### src/rtl/iprd_pkg.sv
// Shared constants, state encoding and the digit-to-ASCII helper for the
// radix digit printer. No dependencies.

package iprd_pkg;

    localparam int VALUE_WIDTH = 32;
    localparam int DIGIT_DEPTH = 32;

    localparam int DIG_W   = 4;                          // one digit, base up to 16
    localparam int REM_W   = DIG_W + 1;                  // shifted partial remainder
    localparam int IDX_W   = $clog2(DIGIT_DEPTH);
    localparam int CNT_W   = $clog2(DIGIT_DEPTH + 1);
    localparam int STEP_W  = $clog2(VALUE_WIDTH);
    localparam int RADIX_W = 5;
    localparam int CHAR_W  = 8;

    localparam logic [RADIX_W-1:0] RADIX_MIN = 5'd2;
    localparam logic [RADIX_W-1:0] RADIX_MAX = 5'd16;
    localparam logic [RADIX_W-1:0] RADIX_DEC = 5'd10;

    localparam logic [CHAR_W-1:0] CHAR_ZERO  = 8'h30;   // '0'
    localparam logic [CHAR_W-1:0] CHAR_A     = 8'h41;   // 'A'
    localparam logic [CHAR_W-1:0] CHAR_MINUS = 8'h2D;   // '-'

    typedef enum logic [4:0] {
        ST_IDLE  = 5'b00001,
        ST_DIV   = 5'b00010,
        ST_FETCH = 5'b00100,
        ST_FORM  = 5'b01000,
        ST_SEND  = 5'b10000
    } state_t;

    function automatic logic [CHAR_W-1:0] digit_char(input logic [DIG_W-1:0] d);
        logic [CHAR_W-1:0] ext;
        ext = {{(CHAR_W-DIG_W){1'b0}}, d};
        if (d < 4'd10) begin
            digit_char = CHAR_ZERO + ext;
        end else begin
            digit_char = CHAR_A + ext - 8'd10;
        end
    endfunction

endpackage

### src/rtl/integer_print_radix_digits.sv
// Radix digit printer top level: serial restoring divider, digit store and
// character output sequencer. Depends on iprd_pkg.
//
//   channel | dir | tdata            | tuser                          | tlast
//   --------+-----+------------------+--------------------------------+---------------
//   s_      | in  | [31:0] value     | [0] signed_decimal, [5:1] radix | -
//   m_      | out | [7:0] character  | -                              | last character
//
// Timing: each digit is produced by a full pass of the shared shift-subtract
// step over all VALUE_WIDTH bits of the quotient; each digit character then goes
// through store read, format and send, the send holding until m_tready.
// A transaction with an invalid radix in unsigned mode is accepted and produces no output.
// Reset: aresetn is synchronous, active low; it returns the sequencer to idle.
// Stalls: s_tready is high only while idle; a stalled result holds in the
// output registers until m_tready.

module integer_print_radix_digits
    import iprd_pkg::*;
(
    input  logic                   aclk,
    input  logic                   aresetn,

    input  logic                   s_tvalid,
    output logic                   s_tready,
    input  logic [VALUE_WIDTH-1:0] s_tdata,    // [31:0] value
    input  logic [RADIX_W:0]       s_tuser,    // [0] signed_decimal, [5:1] radix

    output logic                   m_tvalid,
    input  logic                   m_tready,
    output logic [CHAR_W-1:0]      m_tdata,    // [7:0] character
    output logic                   m_tlast     // last character of the number
);

    state_t state_reg, state_next;

    logic [VALUE_WIDTH-1:0] quot_reg,  quot_next;   // dividend in, quotient out
    logic [REM_W-1:0]       rem_reg,   rem_next;
    logic [RADIX_W-1:0]     base_reg,  base_next;
    logic [STEP_W-1:0]      step_reg,  step_next;
    logic [CNT_W-1:0]       cnt_reg,   cnt_next;    // digits stored so far
    logic [IDX_W-1:0]       idx_reg,   idx_next;    // next digit to print
    logic [CHAR_W-1:0]      char_reg,  char_next;
    logic                   last_reg,  last_next;

    // set when the number being printed carries a leading minus sign
    logic in_sign_reg;

    logic [DIG_W-1:0] digit_mem [DIGIT_DEPTH];
    logic [DIG_W-1:0] rd_reg;
    logic             mem_we;

    // input decode
    logic                   in_acc;
    logic                   in_sgn;
    logic [RADIX_W-1:0]     in_radix;
    logic                   in_neg;
    logic                   in_bad;
    logic [VALUE_WIDTH-1:0] in_mag;

    // one restoring division step
    logic [REM_W-1:0]       rem_sh;
    logic                   q_bit;
    logic [REM_W-1:0]       rem_step;
    logic [VALUE_WIDTH-1:0] quot_step;
    logic                   div_last;
    logic [CNT_W-1:0]       cnt_inc;

    assign s_tready = (state_reg == ST_IDLE);
    assign in_acc   = s_tvalid && s_tready;
    assign in_sgn   = s_tuser[0];
    assign in_radix = s_tuser[RADIX_W:1];
    assign in_neg   = in_sgn && s_tdata[VALUE_WIDTH-1];
    assign in_bad   = !in_sgn && ((in_radix < RADIX_MIN) || (in_radix > RADIX_MAX));
    // two's complement magnitude; the most negative value maps onto itself
    assign in_mag   = in_neg ? (~s_tdata[VALUE_WIDTH-1:0] + 1'b1) : s_tdata[VALUE_WIDTH-1:0];

    assign rem_sh    = {rem_reg[REM_W-2:0], quot_reg[VALUE_WIDTH-1]};
    assign q_bit     = (rem_sh >= base_reg);
    assign rem_step  = q_bit ? (rem_sh - base_reg) : rem_sh;
    assign quot_step = {quot_reg[VALUE_WIDTH-2:0], q_bit};
    assign div_last  = (step_reg == STEP_W'(VALUE_WIDTH - 1));
    assign cnt_inc   = cnt_reg + 1'b1;
    assign mem_we    = (state_reg == ST_DIV) && div_last;

    always_comb begin
        state_next = state_reg;
        quot_next  = quot_reg;
        rem_next   = rem_reg;
        base_next  = base_reg;
        step_next  = step_reg;
        cnt_next   = cnt_reg;
        idx_next   = idx_reg;
        char_next  = char_reg;
        last_next  = last_reg;
        case (state_reg)
            ST_IDLE: begin
                if (in_acc && !in_bad) begin
                    quot_next  = in_mag;
                    rem_next   = '0;
                    base_next  = in_sgn ? RADIX_DEC : in_radix;
                    step_next  = '0;
                    cnt_next   = '0;
                    char_next  = CHAR_MINUS;
                    last_next  = 1'b0;
                    state_next = ST_DIV;
                end
                // sign character waits in the output regs until division ends
                if (in_acc && !in_neg) begin
                    char_next = char_reg;
                end
            end
            ST_DIV: begin
                quot_next = quot_step;
                rem_next  = rem_step;
                step_next = step_reg + 1'b1;
                if (div_last) begin
                    // digit written to the store this cycle; restart on the quotient
                    rem_next  = '0;
                    step_next = '0;
                    cnt_next  = cnt_inc;
                    if ((quot_step == '0) || (cnt_inc == CNT_W'(DIGIT_DEPTH))) begin
                        idx_next   = cnt_reg[IDX_W-1:0];
                        state_next = (char_reg == CHAR_MINUS && !last_reg && in_sign_reg)
                                     ? ST_SEND : ST_FETCH;
                    end
                end
            end
            ST_FETCH: begin
                state_next = ST_FORM;
            end
            ST_FORM: begin
                char_next  = digit_char(rd_reg);
                last_next  = (idx_reg == '0);
                idx_next   = idx_reg - 1'b1;
                state_next = ST_SEND;
            end
            ST_SEND: begin
                if (m_tready) begin
                    state_next = last_reg ? ST_IDLE : ST_FETCH;
                end
            end
            default: begin
                state_next = ST_IDLE;
            end
        endcase
    end

    always_ff @(posedge aclk) begin
        if (!aresetn) begin
            state_reg   <= ST_IDLE;
            in_sign_reg <= 1'b0;
            step_reg    <= '0;
            cnt_reg     <= '0;
            last_reg    <= 1'b0;
        end else begin
            state_reg <= state_next;
            step_reg  <= step_next;
            cnt_reg   <= cnt_next;
            last_reg  <= last_next;
            if (in_acc) begin
                in_sign_reg <= in_neg && !in_bad;
            end
        end
    end

    always_ff @(posedge aclk) begin
        quot_reg <= quot_next;
        rem_reg  <= rem_next;
        base_reg <= base_next;
        idx_reg  <= idx_next;
        char_reg <= char_next;
    end

    // digit store: one write port from the divider, one registered read port
    always_ff @(posedge aclk) begin
        if (mem_we) begin
            digit_mem[cnt_reg[IDX_W-1:0]] <= rem_step[DIG_W-1:0];
        end
        rd_reg <= digit_mem[idx_reg];
    end

    assign m_tvalid = (state_reg == ST_SEND);
    assign m_tdata  = char_reg;
    assign m_tlast  = last_reg;

    // a radix outside 2..16 in unsigned mode produces nothing
    a_bad_radix_idle: assert property (@(posedge aclk) disable iff (!aresetn)
        (in_acc && in_bad) |=> (state_reg == ST_IDLE))
        else $error("invalid radix started a conversion");

    // the digit count never passes the store depth while dividing
    a_cnt_bound: assert property (@(posedge aclk) disable iff (!aresetn)
        (state_reg == ST_DIV) |-> (cnt_reg < CNT_W'(DIGIT_DEPTH)))
        else $error("digit count overran the store");

    // a non-final character is followed by a store read
    a_next_fetch: assert property (@(posedge aclk) disable iff (!aresetn)
        (m_tvalid && m_tready && !m_tlast) |=> (state_reg == ST_FETCH))
        else $error("missing fetch after character");

    // a valid input always starts a conversion
    a_start_div: assert property (@(posedge aclk) disable iff (!aresetn)
        (in_acc && !in_bad) |=> (state_reg == ST_DIV && cnt_reg == '0))
        else $error("conversion did not start");

    // the divider step counter wraps exactly when a digit is stored
    a_step_wrap: assert property (@(posedge aclk) disable iff (!aresetn)
        mem_we |=> (step_reg == '0))
        else $error("step counter out of sync");

endmodule
### config.mk
export PLATFORM = sky130hd
export DESIGN_NAME = integer_print_radix_digits
export DESIGN_NICKNAME = d
export VERILOG_FILES = /design/src/rtl/iprd_pkg.sv /design/src/rtl/integer_print_radix_digits.sv
export SDC_FILE = /design/constraint.sdc
export NUM_CORES = 1
export LEC_CHECK = 0
export ABC_AREA = 1
export BUFFER_PORTS_ARGS = -buffer_cell sky130_fd_sc_hd__buf_2
export CAP_MARGIN = 20
export CORE_MARGIN = 5
export CORE_UTILIZATION = 57
export CTS_BUF_LIST = sky130_fd_sc_hd__clkbuf_4 sky130_fd_sc_hd__clkbuf_8
export DETAILED_ROUTE_END_ITERATION = 8
export PLACE_DENSITY = 0.82
export SYNTH_ARGS = -nofsm -noshare
export SYNTH_HDL_FRONTEND = slang
export SYNTH_SLANG_ARGS = --single-unit
### constraint.sdc
create_clock -name aclk -period 3.1 [get_ports aclk]
set_clock_uncertainty 0.1 [all_clocks]
set_input_delay 0 -clock aclk [delete_from_list [all_inputs] [get_ports aclk]]
set_output_delay 0 -clock aclk [all_outputs]
set_load 0.02 [all_outputs]
==> metrics.yaml <==
timing:
  setup_repair_after_global_routing_missed_its_margin: "no"
  timing.hold.ws_ps: 267
  max_freq_mhz: 336
  worst_slew_pin_slew_ps: 1050
  slew_headroom: 0.297
  fin_crit_ps: 2980
  setup_violations: 0
  timing.setup.tns_ps: 0
  hold_violations: 0
  setup_slack_ps: 120
  finalCritPeriodShare: 0.961
  timing.final.max_slew_violations: 0
routing:
  initialDrtViolationCount: 808
  vias: 7839
  detail-route-antenna-nets: 0
  drtPass1Iterations: 6
  finalWirelength_mm: 23.5
  drt_drc_violations_left: 0
  routed_vias_inst: 5.75
  wire_length_per_cell_after_detailed_routing_um: 17.3
setup_path:
  r2r_slack_ps: 120
  critical_path_class: "flip-flop to flip-flop"
  timing.rr.start: "rem_reg[1]"
  worst_ep_required_time_ps: 3390
  critPathLaunchType: "flip-flop"
  timing.critical_path.fanout_max: 5
  reg2reg_to: "state_reg[4]"
  worst-r2r-cell-count: 13
  arrival_ps: 3270
  worst_setup_path_end_kind: "flip-flop"
clock_tree:
  clk_transition_reported_paths_ps: 50
  tritoncts_num_sinks: 203
  postCtsSetupRepairBufs: 0
  ctsLongestPathBuffers: 3
  insertion_delay_ps: 520
  h-tree-depth: 2
  cts_buffers: 34
  clock_root_buffer_master: "sky130_fd_sc_hd__clkbuf_8"
  cts_tree: "yes"
placement:
  place_ws_ps: 305
  numPortBuffers: 51
  dp.final_hpwl_mm: 14.5
  placed_area_um2: 10300
  gp_congestion: 0.896
worst_hold_path:
  holdPathStages: 4
  worstHoldPathType: "input port to flip-flop"
  min_from: "aresetn"
  timing.hold.worst_endpoint: "in_sign_reg"
flow_run:
  cap_viol_max_count: 0
finish:
  final_net_count: 1173
  layout.filler_cells: 1243
  largest_reg_flops: 128
  n_antenna_cell: 0
  layout-drive-gt1-share: 0.136
  utilization: 0.669
  layout-area-overhead-vs-synth_pct: 16.6
  seqCellArea_um2: 5880
  multiInputGateArea_um2: 3450
  final_cell_area_um2: 11400
yosys:
  synth_nets: 1064
  synth.distinct_cells: 46
  synth.avg_cell_area_um2: 9.76
  synth.cell_area_um2: 9820
  yosysSeqAreaShare: 0.599
  gate_count_post_synth: 1006
  synth.ff_latch_count: 203
  synth-warning-count: 0
run_status:
  run_status: "complete, no violations"
power_and_ir_drop:
  p_per_area_nw_per_um2: 648
  share_clk_of_total_power: 0.306
  switching_power_summed_over_all_nets_w: 0.00217
  logic_pwr_share: 0.203
  power.switching_fraction: 0.292
  worst_ir_drop_vdd_uv: 334
  intPower_w: 0.00525
  seq_power_share: 0.491
  power.leakage_nw: 4.31
die:
  start_util: 0.573
  core_area_um2: 17100
  rows: 48
  ioPinCount: 53
  die_h_um: 141
  die_width_um: 141
  design.die.area_um2: 19900
grt:
  grt_antenna_before_repair: 0
  pin_count_of_the_biggest_net_entering_global_routing: 66
  overflow: 0
  grt.total_usage: 0.238
  vias_in_the_first_global_route: 7909
  grt_pass1_wl_mm: 38.3
==> logic make-up (layout without fill, tap and decap cells) <==
group | Yosys count | count (layout) | share of synthesized area
flops | 203 | 203 | 0.599
xor+xnor | 15 | 15 | 0.0134
fa+ha+maj | 16 | 16 | 0.0212
compound gates | 182 | 182 | 0.107
simple gates | 467 | 467 | 0.208
other cells | 1 | 1 | 0.000382
buf+inv | 122 | 254 | 0.0510
==> synthesized netlist by cell type, drive strengths merged <==
cell type,instances,share of area
conb,1,0.00038
o21bai,2,0.0015
nor3,12,0.0076
nand3b,4,0.0031
fa,1,0.0020
nand3,75,0.040
edfxtp,181,0.55
nand2,172,0.068
o22ai,2,0.0013
ha,15,0.019
o31ai,2,0.0015
and3,1,0.00064
and2,2,0.0013
a211oi,2,0.0015
o211ai,5,0.0038
clkbuf,19,0.0074
a31oi,2,0.0013
a21oi,26,0.014
or2,3,0.0019
xnor2,5,0.0045
buf,23,0.012
dfxtp,22,0.045
nand4,13,0.0096
nor2,185,0.077
xor2,10,0.0089
o221ai,26,0.023
clkinv,1,0.00038
o21ai,114,0.059
a22oi,1,0.00077
inv,79,0.031
==> layout by cell type, fill, tap and decap left out, types with 22 or more instances in the layout <==
cell type	n
sky130_fd_sc_hd__edfxtp_1	181
sky130_fd_sc_hd__nor2_1	175
sky130_fd_sc_hd__nand2_1	167
sky130_fd_sc_hd__o21ai_0	103
sky130_fd_sc_hd__nand3_1	72
sky130_fd_sc_hd__inv_1	71
sky130_fd_sc_hd__dlygate4sd3_1	52
sky130_fd_sc_hd__buf_2	51
sky130_fd_sc_hd__clkbuf_8	37
sky130_fd_sc_hd__o221ai_1	26
sky130_fd_sc_hd__a21oi_1	25
sky130_fd_sc_hd__dfxtp_1	22
==> layout make-up <==
cell class / count / area share
clock buffer: 52 / 0.0543
multi-input combinational: 681 / 0.302
sequential: 203 / 0.513
inverter: 80 / 0.0267
tap: 225 / 0.0246
timing repair buffer: 115 / 0.0767
clock inverter: 7 / 0.00284
==> per-layer routing <==
metal / up-vias / track usage / wire, µm
met5: - / 0 / 0
met4: 0 / 0.0938 / 764
met3: 88 / 0.0441 / 1700
met2: 396 / 0.414 / 11800
met1: 3646 / 0.294 / 9310
li1: 3709 / - / -
==> power groups by stage <==
stage	combinational (W)	clock, W	sequential, W
final	0.00150	0.00227	0.00364
after global routing	0.00166	0.00242	0.00366
after CTS	0.00148	0.00230	0.00364
after detailed placement	0.00139	0	0.00369
after global placement	0.00135	0	0.00368
after floorplan	0.000933	0	0.00367
==> critical path: stages (launching register included) <==
cell and delay [ps]:
sky130_fd_sc_hd__edfxtp_1 410, sky130_fd_sc_hd__ha_1 360, sky130_fd_sc_hd__nand2_1 80, sky130_fd_sc_hd__inv_1 50, sky130_fd_sc_hd__o21bai_1 160, sky130_fd_sc_hd__nand2_1 110, sky130_fd_sc_hd__nor2_4 140, sky130_fd_sc_hd__nand2_1 80
sky130_fd_sc_hd__nand2_2 110, sky130_fd_sc_hd__nand4_1 90, sky130_fd_sc_hd__nand2_1 60, sky130_fd_sc_hd__dlygate4sd3_1 540, sky130_fd_sc_hd__nor2_1 40, sky130_fd_sc_hd__dlygate4sd3_1 540
==> what timing repair did <==
item | in CTS | in global routing
endpoints found under the setup margin | 0 | 1
resized for setup | 0 | 2
hold buffers | 52 | 0
hold endpoints to repair | 55 | 0
==> per-stage QoR <==
step / instances / power (W)
final: 1363 / 0.00742
after floorplan: 1006 / 0.00460
after CTS: 1363 / 0.00742
after global placement: 1252 / 0.00503
after detailed placement: 1252 / 0.00509
after global routing: 1363 / 0.00774
==> worst max-delay path by stage <==
stage | slack [ps] | from | endpoint
after CTS | 110 | state_reg[3] | state_reg[4]
after global routing | 7 | rem_reg[1] | state_reg[4]
after detailed placement | 310 | rem_reg[1] | digit_mem[1][0]
final | 120 | rem_reg[1] | state_reg[4]
after global placement | 400 | rem_reg[1] | digit_mem[2][0]
after floorplan | 110 | rem_reg[1] | digit_mem[0][3]
Note: power is estimated with default switching activity, not from simulation.
